**src/rtl/tams_pkg.sv**
```systemverilog
package tams_pkg;

  localparam int unsigned TicksW = 7;

  typedef enum logic [1:0] {
    FUNC_TICK  = 2'd0,
    FUNC_START = 2'd1,
    FUNC_STOP  = 2'd2,
    FUNC_NOP   = 2'd3
  } func_t;

  typedef enum logic [1:0] {
    TGT_NONE     = 2'd0,
    TGT_LEFT     = 2'd1,
    TGT_RIGHT    = 2'd2,
    TGT_STRAIGHT = 2'd3
  } target_t;

  typedef enum logic [2:0] {
    STG_IDLE           = 3'd0,
    STG_TURN_OUT       = 3'd1,
    STG_STRAIGHTEN_OUT = 3'd2,
    STG_DRIVE_PAST     = 3'd3,
    STG_TURN_IN        = 3'd4,
    STG_STRAIGHTEN_IN  = 3'd5,
    STG_UNUSED6        = 3'd6,
    STG_UNUSED7        = 3'd7
  } stage_t;

  localparam logic [TicksW-1:0] DurFirst    = 7'd30;
  localparam logic [TicksW-1:0] DurStraight = 7'd100;

  localparam logic signed [2:0] SteerNeg  = -3'sd2;
  localparam logic signed [2:0] SteerZero = 3'sd0;
  localparam logic signed [2:0] SteerPos  = 3'sd2;

  typedef struct packed {
    func_t   func;
    target_t target_kind;
  } item_t;

  // steering per target and stage
  function automatic logic signed [2:0] steer_of(target_t tgt, stage_t stg);
    logic signed [2:0] s;
    s = SteerZero;
    if (tgt == TGT_LEFT || tgt == TGT_RIGHT) begin
      unique case (stg)
        STG_TURN_OUT, STG_STRAIGHTEN_IN: s = SteerNeg;
        STG_STRAIGHTEN_OUT, STG_TURN_IN: s = SteerPos;
        default:                         s = SteerZero;
      endcase
      if (tgt == TGT_RIGHT) s = -s;
    end
    return s;
  endfunction

  // duration of the stage entered after the given one
  function automatic logic [TicksW-1:0] next_dur(target_t tgt, stage_t stg);
    logic [TicksW-1:0] d;
    d = '0;
    if (tgt == TGT_LEFT) begin
      unique case (stg)
        STG_TURN_OUT:       d = 7'd15;
        STG_STRAIGHTEN_OUT: d = 7'd20;
        STG_DRIVE_PAST:     d = 7'd30;
        STG_TURN_IN:        d = 7'd15;
        default:            d = '0;
      endcase
    end else if (tgt == TGT_RIGHT) begin
      unique case (stg)
        STG_TURN_OUT:       d = 7'd20;
        STG_STRAIGHTEN_OUT: d = 7'd100;
        STG_DRIVE_PAST:     d = 7'd40;
        STG_TURN_IN:        d = 7'd20;
        default:            d = '0;
      endcase
    end
    return d;
  endfunction

  function automatic logic stage_acts(target_t tgt, stage_t stg);
    logic a;
    a = 1'b0;
    if (tgt == TGT_LEFT || tgt == TGT_RIGHT) begin
      a = (stg >= STG_TURN_OUT) && (stg <= STG_STRAIGHTEN_IN);
    end else if (tgt == TGT_STRAIGHT) begin
      a = (stg == STG_DRIVE_PAST);
    end
    return a;
  endfunction

endpackage

```
**src/rtl/tams_if.sv**
```systemverilog
interface tams_in_if;
  import tams_pkg::*;
  logic    valid;
  logic    ready;
  func_t   func;
  target_t target_kind;

  modport source (output valid, output func, output target_kind, input ready);
  modport sink (input valid, input func, input target_kind, output ready);
endinterface

interface tams_out_if;
  logic              valid;
  logic              ready;
  logic signed [2:0] steer_override;
  logic              busy_res;
  logic [2:0]        stage_now;
  logic              start_taken;

  modport source (output valid, output steer_override, output busy_res,
                  output stage_now, output start_taken, input ready);
  modport sink (input valid, input steer_override, input busy_res,
                input stage_now, input start_taken, output ready);
endinterface

interface tams_cfg_if;
  logic valid;
  logic ready;
  logic data;

  modport source (output valid, output data, input ready);
  modport sink (input valid, input data, output ready);
endinterface

```
**src/rtl/tams_in_reg.sv**
```systemverilog
module tams_in_reg
  import tams_pkg::*;
(
  input  logic      clk,
  input  logic      rst_n,
  tams_in_if.sink   in_if,
  input  logic      advance,
  output logic      item_vld,
  output item_t     item
);

  logic  vld_r;
  logic  vld_nxt;
  item_t item_r;

  assign in_if.ready = !vld_r || advance;

  always_comb begin
    vld_nxt = vld_r;
    if (in_if.ready) vld_nxt = in_if.valid;
  end

  always_ff @(posedge clk) begin
    if (!rst_n) begin
      vld_r <= 1'b0;
    end else begin
      vld_r <= vld_nxt;
    end
  end

  always_ff @(posedge clk) begin
    if (in_if.ready && in_if.valid) begin
      item_r.func        <= in_if.func;
      item_r.target_kind <= in_if.target_kind;
    end
  end

  assign item_vld = vld_r;
  assign item     = item_r;

endmodule

```
**src/rtl/tams_core.sv**
```systemverilog
module tams_core
  import tams_pkg::*;
(
  input  logic      clk,
  input  logic      rst_n,
  input  logic      item_vld,
  input  item_t     item,
  output logic      advance,
  tams_cfg_if.sink  cfg_if,
  tams_out_if.source out_if
);

  logic                fixed_mode_r;
  stage_t              stage_r, stage_nxt;
  target_t             tgt_r, tgt_nxt;
  logic [TicksW-1:0]   ticks_r, ticks_nxt;
  logic signed [2:0]   ovr_r, ovr_nxt;
  logic                taken_nxt;
  logic [TicksW-1:0]   ticks_dec;
  logic                step;

  logic                out_vld_r;
  logic signed [2:0]   out_steer_r;
  logic                out_busy_r;
  stage_t              out_stage_r;
  logic                out_taken_r;

  assign advance      = !out_vld_r || out_if.ready;
  assign step         = item_vld && advance;
  assign cfg_if.ready = 1'b1;

  assign ticks_dec = (ticks_r != '0) ? ticks_r - 1'b1 : ticks_r;

  always_comb begin
    stage_nxt = stage_r;
    tgt_nxt   = tgt_r;
    ticks_nxt = ticks_r;
    ovr_nxt   = ovr_r;
    taken_nxt = 1'b0;
    unique case (item.func)
      FUNC_TICK: begin
        if (fixed_mode_r && stage_r != STG_IDLE) begin
          ticks_nxt = ticks_dec;
          if (stage_acts(tgt_r, stage_r)) begin
            ovr_nxt = steer_of(tgt_r, stage_r);
            if (ticks_dec == '0) begin
              if (tgt_r == TGT_STRAIGHT || stage_r == STG_STRAIGHTEN_IN) begin
                stage_nxt = STG_IDLE;
                tgt_nxt   = TGT_NONE;
                ticks_nxt = '0;
                ovr_nxt   = SteerZero;
              end else begin
                ticks_nxt = next_dur(tgt_r, stage_r);
                stage_nxt = stage_t'(stage_r + 3'd1);
              end
            end
          end
        end
      end
      FUNC_START: begin
        if (stage_r == STG_IDLE && item.target_kind != TGT_NONE) begin
          tgt_nxt   = item.target_kind;
          taken_nxt = 1'b1;
          if (item.target_kind == TGT_STRAIGHT) begin
            stage_nxt = STG_DRIVE_PAST;
            ticks_nxt = DurStraight;
          end else begin
            stage_nxt = STG_TURN_OUT;
            ticks_nxt = DurFirst;
          end
        end
      end
      FUNC_STOP: begin
        stage_nxt = STG_IDLE;
        tgt_nxt   = TGT_NONE;
        ticks_nxt = '0;
        ovr_nxt   = SteerZero;
      end
      default: begin
      end
    endcase
  end

  always_ff @(posedge clk) begin
    if (!rst_n) begin
      fixed_mode_r <= 1'b1;
      stage_r      <= STG_IDLE;
      tgt_r        <= TGT_NONE;
      ticks_r      <= '0;
      ovr_r        <= SteerZero;
      out_vld_r    <= 1'b0;
    end else begin
      if (cfg_if.valid) fixed_mode_r <= cfg_if.data;
      if (step) begin
        stage_r <= stage_nxt;
        tgt_r   <= tgt_nxt;
        ticks_r <= ticks_nxt;
        ovr_r   <= ovr_nxt;
      end
      if (advance) out_vld_r <= item_vld;
    end
  end

  // result beat payload
  always_ff @(posedge clk) begin
    if (step) begin
      out_steer_r <= ovr_nxt;
      out_busy_r  <= (stage_nxt != STG_IDLE);
      out_stage_r <= stage_nxt;
      out_taken_r <= taken_nxt;
    end
  end

  assign out_if.valid          = out_vld_r;
  assign out_if.steer_override = out_steer_r;
  assign out_if.busy_res       = out_busy_r;
  assign out_if.stage_now      = out_stage_r;
  assign out_if.start_taken    = out_taken_r;

endmodule

```
**src/rtl/timed_avoidance_maneuver_sequencer.sv**
```systemverilog
// an event beat passes through the event register and then the result register,
// which holds the result beat until it is taken
// throughput: one event per cycle, held back only while the result register stalls
// the event register and the state update stage each carry only short logic
// reset: synchronous, active low; sequencer idle, override 0, fixed mode on
module timed_avoidance_maneuver_sequencer
  import tams_pkg::*;
(
  input  logic       clk,
  input  logic       rst_n,
  tams_in_if.sink    in_if,
  tams_out_if.source out_if,
  tams_cfg_if.sink   cfg_if
);

  logic  item_vld;
  item_t item;
  logic  advance;

  tams_in_reg u_in_reg (
    .clk      (clk),
    .rst_n    (rst_n),
    .in_if    (in_if),
    .advance  (advance),
    .item_vld (item_vld),
    .item     (item)
  );

  tams_core u_core (
    .clk      (clk),
    .rst_n    (rst_n),
    .item_vld (item_vld),
    .item     (item),
    .advance  (advance),
    .cfg_if   (cfg_if),
    .out_if   (out_if)
  );

endmodule
```
**src/flat_wrapper.sv**
```systemverilog
// flat-port wrapper written by rule: the top's interface ports become plain ports
module timed_avoidance_maneuver_sequencer_flat import tams_pkg::*;
  (clk, rst_n, in_if_valid, in_if_func, in_if_target_kind, in_if_ready, out_if_valid, out_if_steer_override, out_if_busy_res, out_if_stage_now, out_if_start_taken, out_if_ready, cfg_if_valid, cfg_if_data, cfg_if_ready);
  tams_in_if in_if_i ();
  tams_out_if out_if_i ();
  tams_cfg_if cfg_if_i ();
  input  logic clk;
  input  logic rst_n;
  input wire logic [$bits(in_if_i.valid)-1:0] in_if_valid;
  input wire logic [$bits(in_if_i.func)-1:0] in_if_func;
  input wire logic [$bits(in_if_i.target_kind)-1:0] in_if_target_kind;
  output wire logic [$bits(in_if_i.ready)-1:0] in_if_ready;
  output wire logic [$bits(out_if_i.valid)-1:0] out_if_valid;
  output wire logic [$bits(out_if_i.steer_override)-1:0] out_if_steer_override;
  output wire logic [$bits(out_if_i.busy_res)-1:0] out_if_busy_res;
  output wire logic [$bits(out_if_i.stage_now)-1:0] out_if_stage_now;
  output wire logic [$bits(out_if_i.start_taken)-1:0] out_if_start_taken;
  input wire logic [$bits(out_if_i.ready)-1:0] out_if_ready;
  input wire logic [$bits(cfg_if_i.valid)-1:0] cfg_if_valid;
  input wire logic [$bits(cfg_if_i.data)-1:0] cfg_if_data;
  output wire logic [$bits(cfg_if_i.ready)-1:0] cfg_if_ready;
  assign in_if_i.valid = in_if_valid;
  assign in_if_i.func = in_if_func;
  assign in_if_i.target_kind = in_if_target_kind;
  assign in_if_ready = in_if_i.ready;
  assign out_if_valid = out_if_i.valid;
  assign out_if_steer_override = out_if_i.steer_override;
  assign out_if_busy_res = out_if_i.busy_res;
  assign out_if_stage_now = out_if_i.stage_now;
  assign out_if_start_taken = out_if_i.start_taken;
  assign out_if_i.ready = out_if_ready;
  assign cfg_if_i.valid = cfg_if_valid;
  assign cfg_if_i.data = cfg_if_data;
  assign cfg_if_ready = cfg_if_i.ready;
  timed_avoidance_maneuver_sequencer u_core (.clk(clk), .rst_n(rst_n), .in_if(in_if_i), .out_if(out_if_i), .cfg_if(cfg_if_i));
endmodule
```
**config.mk**
```make
export PLATFORM = sky130hd
export DESIGN_NAME = timed_avoidance_maneuver_sequencer_flat
export DESIGN_NICKNAME = d
export VERILOG_FILES = /design/src/rtl/tams_pkg.sv /design/src/rtl/tams_if.sv /design/src/rtl/tams_in_reg.sv /design/src/rtl/tams_core.sv /design/src/rtl/timed_avoidance_maneuver_sequencer.sv /design/src/flat_wrapper.sv
export SDC_FILE = /design/constraint.sdc
export NUM_CORES = 1
export LEC_CHECK = 0
export BUFFER_PORTS_ARGS = -buffer_cell sky130_fd_sc_hd__buf_2
export CORE_ASPECT_RATIO = 0.6
export CORE_MARGIN = 1.5
export CORE_UTILIZATION = 39
export CTS_CLUSTER_SIZE = 24
export DETAILED_ROUTE_END_ITERATION = 7
export GPL_TIMING_DRIVEN = 0
export PLACE_DENSITY_LB_ADDON = 0.3
export SLEW_MARGIN = 20
export SYNTH_ARGS = -nofsm -noshare
export SYNTH_HDL_FRONTEND = slang
export SYNTH_SLANG_ARGS = --single-unit
```
**constraint.sdc**
```tcl
create_clock -name clk -period 2.95 [get_ports clk]
set_clock_uncertainty 0.1 [all_clocks]
set_input_delay 0.59 -clock clk [delete_from_list [all_inputs] [get_ports clk]]
set_output_delay 0.59 -clock clk [all_outputs]
set_load 0.05 [all_outputs]
```
# Word-level counts from Yosys, hierarchy flattened
# Cells that the tools add are included.
# totals
register_bits,30
latchBits,0
ramBits,0
rom_bits,0
inputBits,10
out_inout_bits,11
wordCells,100
mem_count,0
# op_classes
n_addsub,3
mul,0
div,0
order_cmp,2
eq_ne,16
shift,0
mux,42
bitwise_logic,0
reduce_logical,24
# op_table
operator,count
7-bit 2-to-1 mux,9
3-bit 2-to-1 mux,15
7-bit one-hot mux with 3 select lines,2
5-bit one-hot mux with 3 select lines,1
2-bit 2-to-1 mux,6
3-bit one-hot mux with 2 select lines,2
2-bit != test (second input constant),5
3-bit one-hot mux with 3 select lines,1
3-bit nonzero test,3
2-bit equality test (second input constant),4
7-bit logical NOT,1
7-bit AND reduction,1
7-bit nonzero test,1
7-bit by 1-bit subtractor with 7-bit output (second input constant),1
3-bit by 2-bit equality test with 1-bit output (second input constant),2
3-bit equality test (second input constant),2
2-bit one-hot mux with 3 select lines,1
2-bit OR reduction,3
1-bit logical AND,5
1-bit 2-to-1 mux,5
2-bit by 1-bit equality test with 1-bit output (second input constant),2
1-bit logical OR,4
4-bit AND reduction,1
3-bit by 1-bit adder with 3-bit output (second input constant),1
8 further kinds,9

# Logic depth before layout (Yosys ltp)
# Gate-level depths: netlist of run 1.
# depth
word_depth,16
depth_mapped,11
ltp_nobuf,9

# Cells and area by module
# Synthesis of run 1 repeated with hierarchy kept, for this count alone.
# unflattened
cells_unflattened,222
hier_area_um2,1993.2
# by_module_without_submodules
module,instances,cells_per_inst,area_each_um2,seq_area_each_um2
tams_core,1,213,1815.5,580.6
tams_in_reg,1,9,177.7,140.1

# Least setup slack after synthesis of run 1
# OpenSTA, ideal clock, no wires.
# synth_timing
path_type,reg-to-reg
from,register u_core.u_core.ticks_r[0]
to,"register u_core.u_core.out_busy_r (netlist: u_core.u_core.out_if.busy_res), data pin"
setup_time_ps,271
arrival_ps,2209
t_required_ps,2579
slack_ps,370
path_stages_with_launch,10
n_path_buf,0
period_less_slack_ps,2580
cell_sequence,dfxtp_1 inv_1 ha_1 nor4b_1 or4_4 nor4b_4 o21ai_2 a22oi_1 a211oi_2 nand4b_1
# synth_between
elab_chain_len,8
word_cells_on_any_way,9
cone_classes,1 x add/sub; 5 x mux; 3 x reduce/logical
# synth_rtl
item,line_no,source
"start, declared",tams_core.sv:16,"logic [TicksW-1:0] ticks_r, ticks_nxt;"
"start signal, assigned",tams_core.sv:97,ticks_r <= ticks_nxt;
7-bit by 1-bit subtractor with 7-bit output or 7-bit nonzero test (tied branches),tams_core.sv:32,assign ticks_dec = (ticks_r != '0) ? ticks_r - 1'b1 : ticks_r;
7-bit 2-to-1 mux *,tams_core.sv:32,
7-bit logical NOT *,tams_core.sv:46,if (ticks_dec == '0) begin
3-bit 2-to-1 mux *,tams_core.sv:46,
3-bit 2-to-1 mux *,tams_core.sv:44,"if (stage_acts(tgt_r, stage_r)) begin"
3-bit 2-to-1 mux *,tams_core.sv:42,if (fixed_mode_r && stage_r != STG_IDLE) begin
3-bit one-hot mux with 3 select lines *,tams_core.sv:40,unique case (item.func)
net u_core.u_core.stage_nxt[0],tams_core.sv:14,"stage_t stage_r, stage_nxt;"
3-bit nonzero test *,tams_core.sv:108,out_busy_r <= (stage_nxt != STG_IDLE);
"end signal, assigned",tams_core.sv:108,
"end, declared",tams_core.sv:24,logic out_busy_r;
# The timed path passes the listed nets; every way through them passes the cells marked *.
# A chain may end at the register's enable or synchronous reset.

# Worst setup path after layout of run 1
# Same ends and word-level chain as after synthesis.

==> results.cfg, run 1 <==
[sta]
finalSetupViolations = 0
drv_slew = 0
period_needed_ns = 2.89
hold_viol_final = 0
fin_crit_sh_pct = 97.9
tightestPinTransition_ns = 0.717
rsz0062_at_grt = true
holdWs_ns = 0.378
fmax_mhz = 346
relSlewSlack_pct = 51.8

[drt]
ant_nets = 0
vias = 1729
post_drt_wl_per_cell_microns = 14.6
routed_via_density = 5.52
dr.pass1.iters = 4
drc = 0
drt_wl_total_mm = 4.57
drtIter0Drc = 115

[floorplan]
core_sq_mm = 0.00471
initial_utilization_pct = 41.5
die-area_sq_mm = 0.00546
fp.dieH_microns = 57.9
die_w_microns = 94.4
ios = 21
rows = 19

[grt]
grt_overflow = 0
antenna_found_initial = 0
first_global_vias = 1533
grt_max_degree = 14
grt_pass1_wl_mm = 7.84
track_usage_pct = 19.0

[synthesis]
ys.flop_type = dfxtp_1
yosysWarnings = 0
yosysTopAreaCellShare_pct = 18.4
async_flop_share_pct = 0
yosys-top-cells-count = nor2_1, dfxtp_1, inv_1, nand2_1, o21ai_0
synthDistinctLibCells = 56
syn_avg_cell_area_sq_um = 8.73
syn-instance-count = 224
synth_top_area_cell = dfxtp_1
ys_seq_area_share_pct = 36.9
synth_edf_count = 12
synth_area_leaders = dfxtp_1, edfxtp_1, ha_1
synth.net_count = 248
syn_area_sq_mm = 0.00196
synth_seq_cells = 30
synthMostInstantiatedCell = nor2_1

[layout]
design_area_sq_mm = 0.00227
nNetsFinal = 273
diodes = 0
fillCellCount = 450
syn2layout_area_growth_pct = 16.3
drive_gt1_share_pct = 19.6

[worst_setup_path]
cp_cell_sequence = inv_1, ha_1, nor4b_1, or4_4, nor4b_4, o21ai_4, o221a_2, a211oi_2, nand4b_1
arrival_ns = 2.93
crit_path_max_fanout = 7
worstSetupStartpointType = register
slowest_delay_ns = 0.53
cp_slowest_cell = or4_4
worstSetupPathType = reg -> reg
worstSetupEndpointType = register
crit_required_ns = 2.99

[clocking]
clk_path_buf_depth = 2
cts_hold_buf = 0
root_buffer = clkbuf_8
cts.clk_slew.worst_paths_ns = 0.07
htreeDepth = 2
cts_tree = yes
cts_sinks = 30
clkLatencyLatePin_ns = 0.28
cts_buffers = 5

[hold_path]
hold_class = in -> reg

[power_and_ir_drop]
peakVddDrop_mv = 0.263
power.density_mw_per_mm2 = 490
p_leak_uw = 0.000920
finalPower_uw = 1110

[place]
place_hpwl_mm = 3.52
placed_area_sq_mm = 0.00212
gp_congestion = 0.945
io_buffers = 18

[flow_run]
max_cap_violations = 0

[run_status]
status = completed
[timing repair]
| item | in CTS | in global routing |
|---|---|---|
| endpoints found under the setup margin | 1 | 9 |
| buffers inserted | 0 | 0 |
| endpoints found under the hold margin | 0 | 0 |
| cloned | 0 | 0 |
| gates resized for setup | 1 | 7 |
[critical path, delay by kind of cell (launching register included)]
| kind | cells | cell delay [ns] |
|---|---|---|
| fa+ha+maj | 1 | 0.22 |
| flops | 1 | 0.41 |
| simple gates | 4 | 1.22 |
| buf+inv | 1 | 0.10 |
| compound gates | 3 | 0.69 |
[cells in the final DEF (no fill, tap or decap), types with 6 or more instances in the layout]
cell,n
buf_2,19
clkbuf_8,6
o21ai_0,14
nor2_1,21
clkbuf_1,7
nor3_1,7
edfxtp_1,12
inv_1,18
nand2_1,18
dfxtp_1,17
ha_1,14
a21oi_1,12
[through the flow]
stage               worst slack (ns)  utilization [%]    TNS, ns  std cells
global route                 -0.0654             48.3    -0.0654        313
CTS                          0.00554             47.7          0        313
finish                        0.0609             48.3          0        313
detailed placement         -0.000278             45.1  -0.000278        305
floorplan                      0.370                -          0        224
global placement             -0.0327             45.1    -0.0327        305
[state kept, by name, summed over array words and instances, names as in the netlist]
| signal | count |
|---|---|
| u_core.u_core.fixed_mode_r | 1 |
| u_core.u_core.out_if.busy_res | 1 |
| u_core.u_core.out_if.stage_now | 3 |
| u_core.u_core.out_if.start_taken | 1 |
| u_core.u_core.out_if.steer_override | 3 |
| u_core.u_core.out_if.valid | 1 |
| u_core.u_core.ovr_r | 3 |
| u_core.u_core.stage_r | 3 |
| u_core.u_core.tgt_r | 2 |
| u_core.u_core.ticks_r | 7 |
| u_core.u_in_reg.item | 4 |
| u_core.u_in_reg.item_vld | 1 |
[cells by family after synthesis]
group | count (synthesis) | share of synthesized area [%]
XOR/XNOR | 4 | 1.79
buffers and inverters | 27 | 5.44
flip-flops | 30 | 36.9
multiplexers | 5 | 2.94
AO/OA/AOI/OAI | 57 | 20.2
AND/OR/NAND/NOR | 86 | 23.6
adder cells (fa/ha/maj) | 14 | 8.96
other | 1 | 0.192
[area by class of cell]
class / count / area [sq um] / share of cell area (%)
clock inverter: 1 / 30.0 / 1.32
tap: 63 / 78.8 / 3.47
sequential: 30 / 722 / 31.7
multi-input combinational: 167 / 1160 / 51.0
timing repair buffer: 18 / 90.1 / 3.96
buffer: 8 / 35.0 / 1.54
clock buffer: 7 / 86.3 / 3.80
inverter: 19 / 71.3 / 3.14
[path summary, 6_finish.rpt]
path                       startpoint                             to  cells past startpoint  slack [ns]
max          u_core.u_core.ticks_r[0]  u_core.u_core.out_if.busy_res                      9        0.06
min              in_if_target_kind[0]        u_core.u_in_reg.item[0]                      1        0.38
max reg2reg  u_core.u_core.ticks_r[0]  u_core.u_core.out_if.busy_res                      9        0.06
min reg2reg    u_core.u_core.ovr_r[0]         u_core.u_core.ovr_r[0]                      1        0.39
[power by group]
group | internal, uW | switching (uW)
Combinational | 73.8 | 143
Clock | 275 | 154
Sequential | 451 | 17.5
[per-layer routing]
metal  part of all wire (%)  vias up  global-route usage, %
met5                      0        -                      0
met4                   0.50        0                   4.48
met3                    8.7        3                   5.25
met2                     38       75                   25.0
met1                     53      801                   29.9
li1                       -      850                      -
Power figures use the tool's default switching activity.
==> run 2, diff against run 1 <==
Settings changed: PLACE_DENSITY set to 0.64, PLACE_DENSITY_LB_ADDON 0.3 to not set, SKIP_CTS_REPAIR_TIMING set to 1.
==> run 2 against run 1 <==
Worst hold slack about the same. Sequential power barely moved. Utilization shrank 0.35 points. Via count increased by 0.23%. Setup slack improved by 0.046 ns. Largest power group unchanged.
==> results.cfg, run 2 (synthesized netlist as in run 1, its figures left out) <==
[drt]
routed_via_density = 5.54
drc = 0
post_drt_wl_per_cell_microns = 15.1
drtIter0Drc = 157
ant_nets = 0
dr.pass1.iters = 4
drt_wl_total_mm = 4.73
vias = 1733

[run_status]
status = completed

[floorplan]
ios = 21
die_w_microns = 94.4
rows = 19
die-area_sq_mm = 0.00546
core_sq_mm = 0.00471
initial_utilization_pct = 41.5
fp.dieH_microns = 57.9

[layout]
final_cells = 313
most-common-layout-cells = nor2_1, buf_2, nand2_1, inv_1, dfxtp_1
final_common_cell = nor2_1
diodes = 0
nNetsFinal = 273
syn2layout_area_growth_pct = 15.5
largest-register = u_core.u_core.ticks_r
fillCellCount = 436
largest_reg_flops = 7
drive_gt1_share_pct = 21.2

[sta]
fmax_mhz = 352
fin_crit_sh_pct = 96.4
tightestPinTransition_ns = 0.681
holdWs_ns = 0.378
hold_viol_final = 0
relSlewSlack_pct = 54.2
drv_slew = 0
fin_tns_setup_ns = 0
period_needed_ns = 2.84
finalSetupViolations = 0
rsz0062_at_grt = false

[worst_setup_path]
arrival_ns = 2.88
crit_required_ns = 2.99
cp_slowest_cell = or4_4
cp_cell_sequence = inv_1, ha_1, nor4b_1, or4_4, nor4b_4, o21ai_4, o221a_2, a211oi_2, nand4b_1
slowest_delay_ns = 0.53
worstSetupStartpointType = register
worstSetupEndpointType = register
crit_path_max_fanout = 7
worstSetupPathType = reg -> reg

[power_and_ir_drop]
power.density_mw_per_mm2 = 461
peakVddDrop_mv = 0.246
p_leak_uw = 0.000912

[clocking]
cts_tree = yes
cts_buffers = 5
htreeDepth = 2
root_buffer = clkbuf_8
cts.clk_slew.worst_paths_ns = 0.07
clkLatencyLatePin_ns = 0.28
clk_path_buf_depth = 2
cts_sinks = 30

[grt]
track_usage_pct = 18.9
grt_max_degree = 14
grt_pass1_wl_mm = 7.86
antenna_found_initial = 0
grt_overflow = 0
first_global_vias = 1568

[place]
gp_congestion = 0.922
dp.cells = 305
place_hpwl_mm = 3.67
io_buffers = 18

[flow_run]
max_cap_violations = 0

[hold_path]
hold_class = in -> reg
[run 2: changes by cell type in the layout (fill, tap and decap cells not counted), sizes merged]
| cell | delta |
|---|---|
| clkbuf | -1 |
| clkinv | +1 |
| bufinv | -1 |
| clkinvlp | +1 |
[run 2: worst paths after layout]
| check | to | startpoint | depth (start not counted) | slack, ns |
|---|---|---|---|---|
| worst max register to register | u_core.u_core.out_if.busy_res | u_core.u_core.ticks_r[0] | 9 | 0.11 |
| worst min-delay path | u_core.u_in_reg.item[3] | in_if_func[1] | 1 | 0.38 |
| worst max-delay path | u_core.u_core.out_if.busy_res | u_core.u_core.ticks_r[0] | 9 | 0.11 |
| worst min register to register | u_core.u_core.ovr_r[0] | u_core.u_core.ovr_r[0] | 1 | 0.39 |
[run 2: through the flow]
| stage | instance area (sq um) | total power, uW | worst slack (ns) | utilization (%) |
|---|---|---|---|---|
| 5_1_grt | 2260 | 1090 | 0.0108 | 48.0 |
| 4_1_cts | 2220 | 1040 | 0.0173 | 47.2 |
| 3_5_place_dp | 2120 | 683 | 0.0324 | 45.1 |
| 2_1_floorplan | 1960 | 632 | 0.370 | - |
| 3_3_place_gp | 2120 | 682 | -0.0371 | 45.1 |
| 6_report | 2260 | 1040 | 0.107 | 48.0 |
[run 2: worst max-delay path: cells and delay by family, from the launching register on]
family / cells / cell delay [ns]
adders and majority gates: 1 / 0.22
DFF: 1 / 0.37
AOI/OAI and AO/OA: 3 / 0.65
and+or+nand+nor: 4 / 1.28
buffers and inverters: 1 / 0.09
[run 2: layer usage]
metal / global-route usage (%) / wire length, microns / up-vias
li1: - / - / 851
met1: 30.0 / 2510 / 809
met2: 25.2 / 1750 / 71
met3: 6.04 / 458 / 2
met4: 2.56 / 10 / 0
met5: 0 / 0 / -
[run 2: report_power, final]
part / internal, uW / switching, uW
clock network: 187 / 168
registers: 451 / 17.3
logic: 73.3 / 144
[run 2: final cells by class]
type / count / area (sq um) / area share, %
clock inverter: 2 / 12.5 / 0.554
inverter: 19 / 71.3 / 3.16
buffer: 8 / 36.3 / 1.61
sequential: 30 / 727 / 32.2
clock buffer: 6 / 82.6 / 3.66
multi-input combinational: 167 / 1160 / 51.4
tap: 63 / 78.8 / 3.49
timing repair buffer: 18 / 90.1 / 3.99
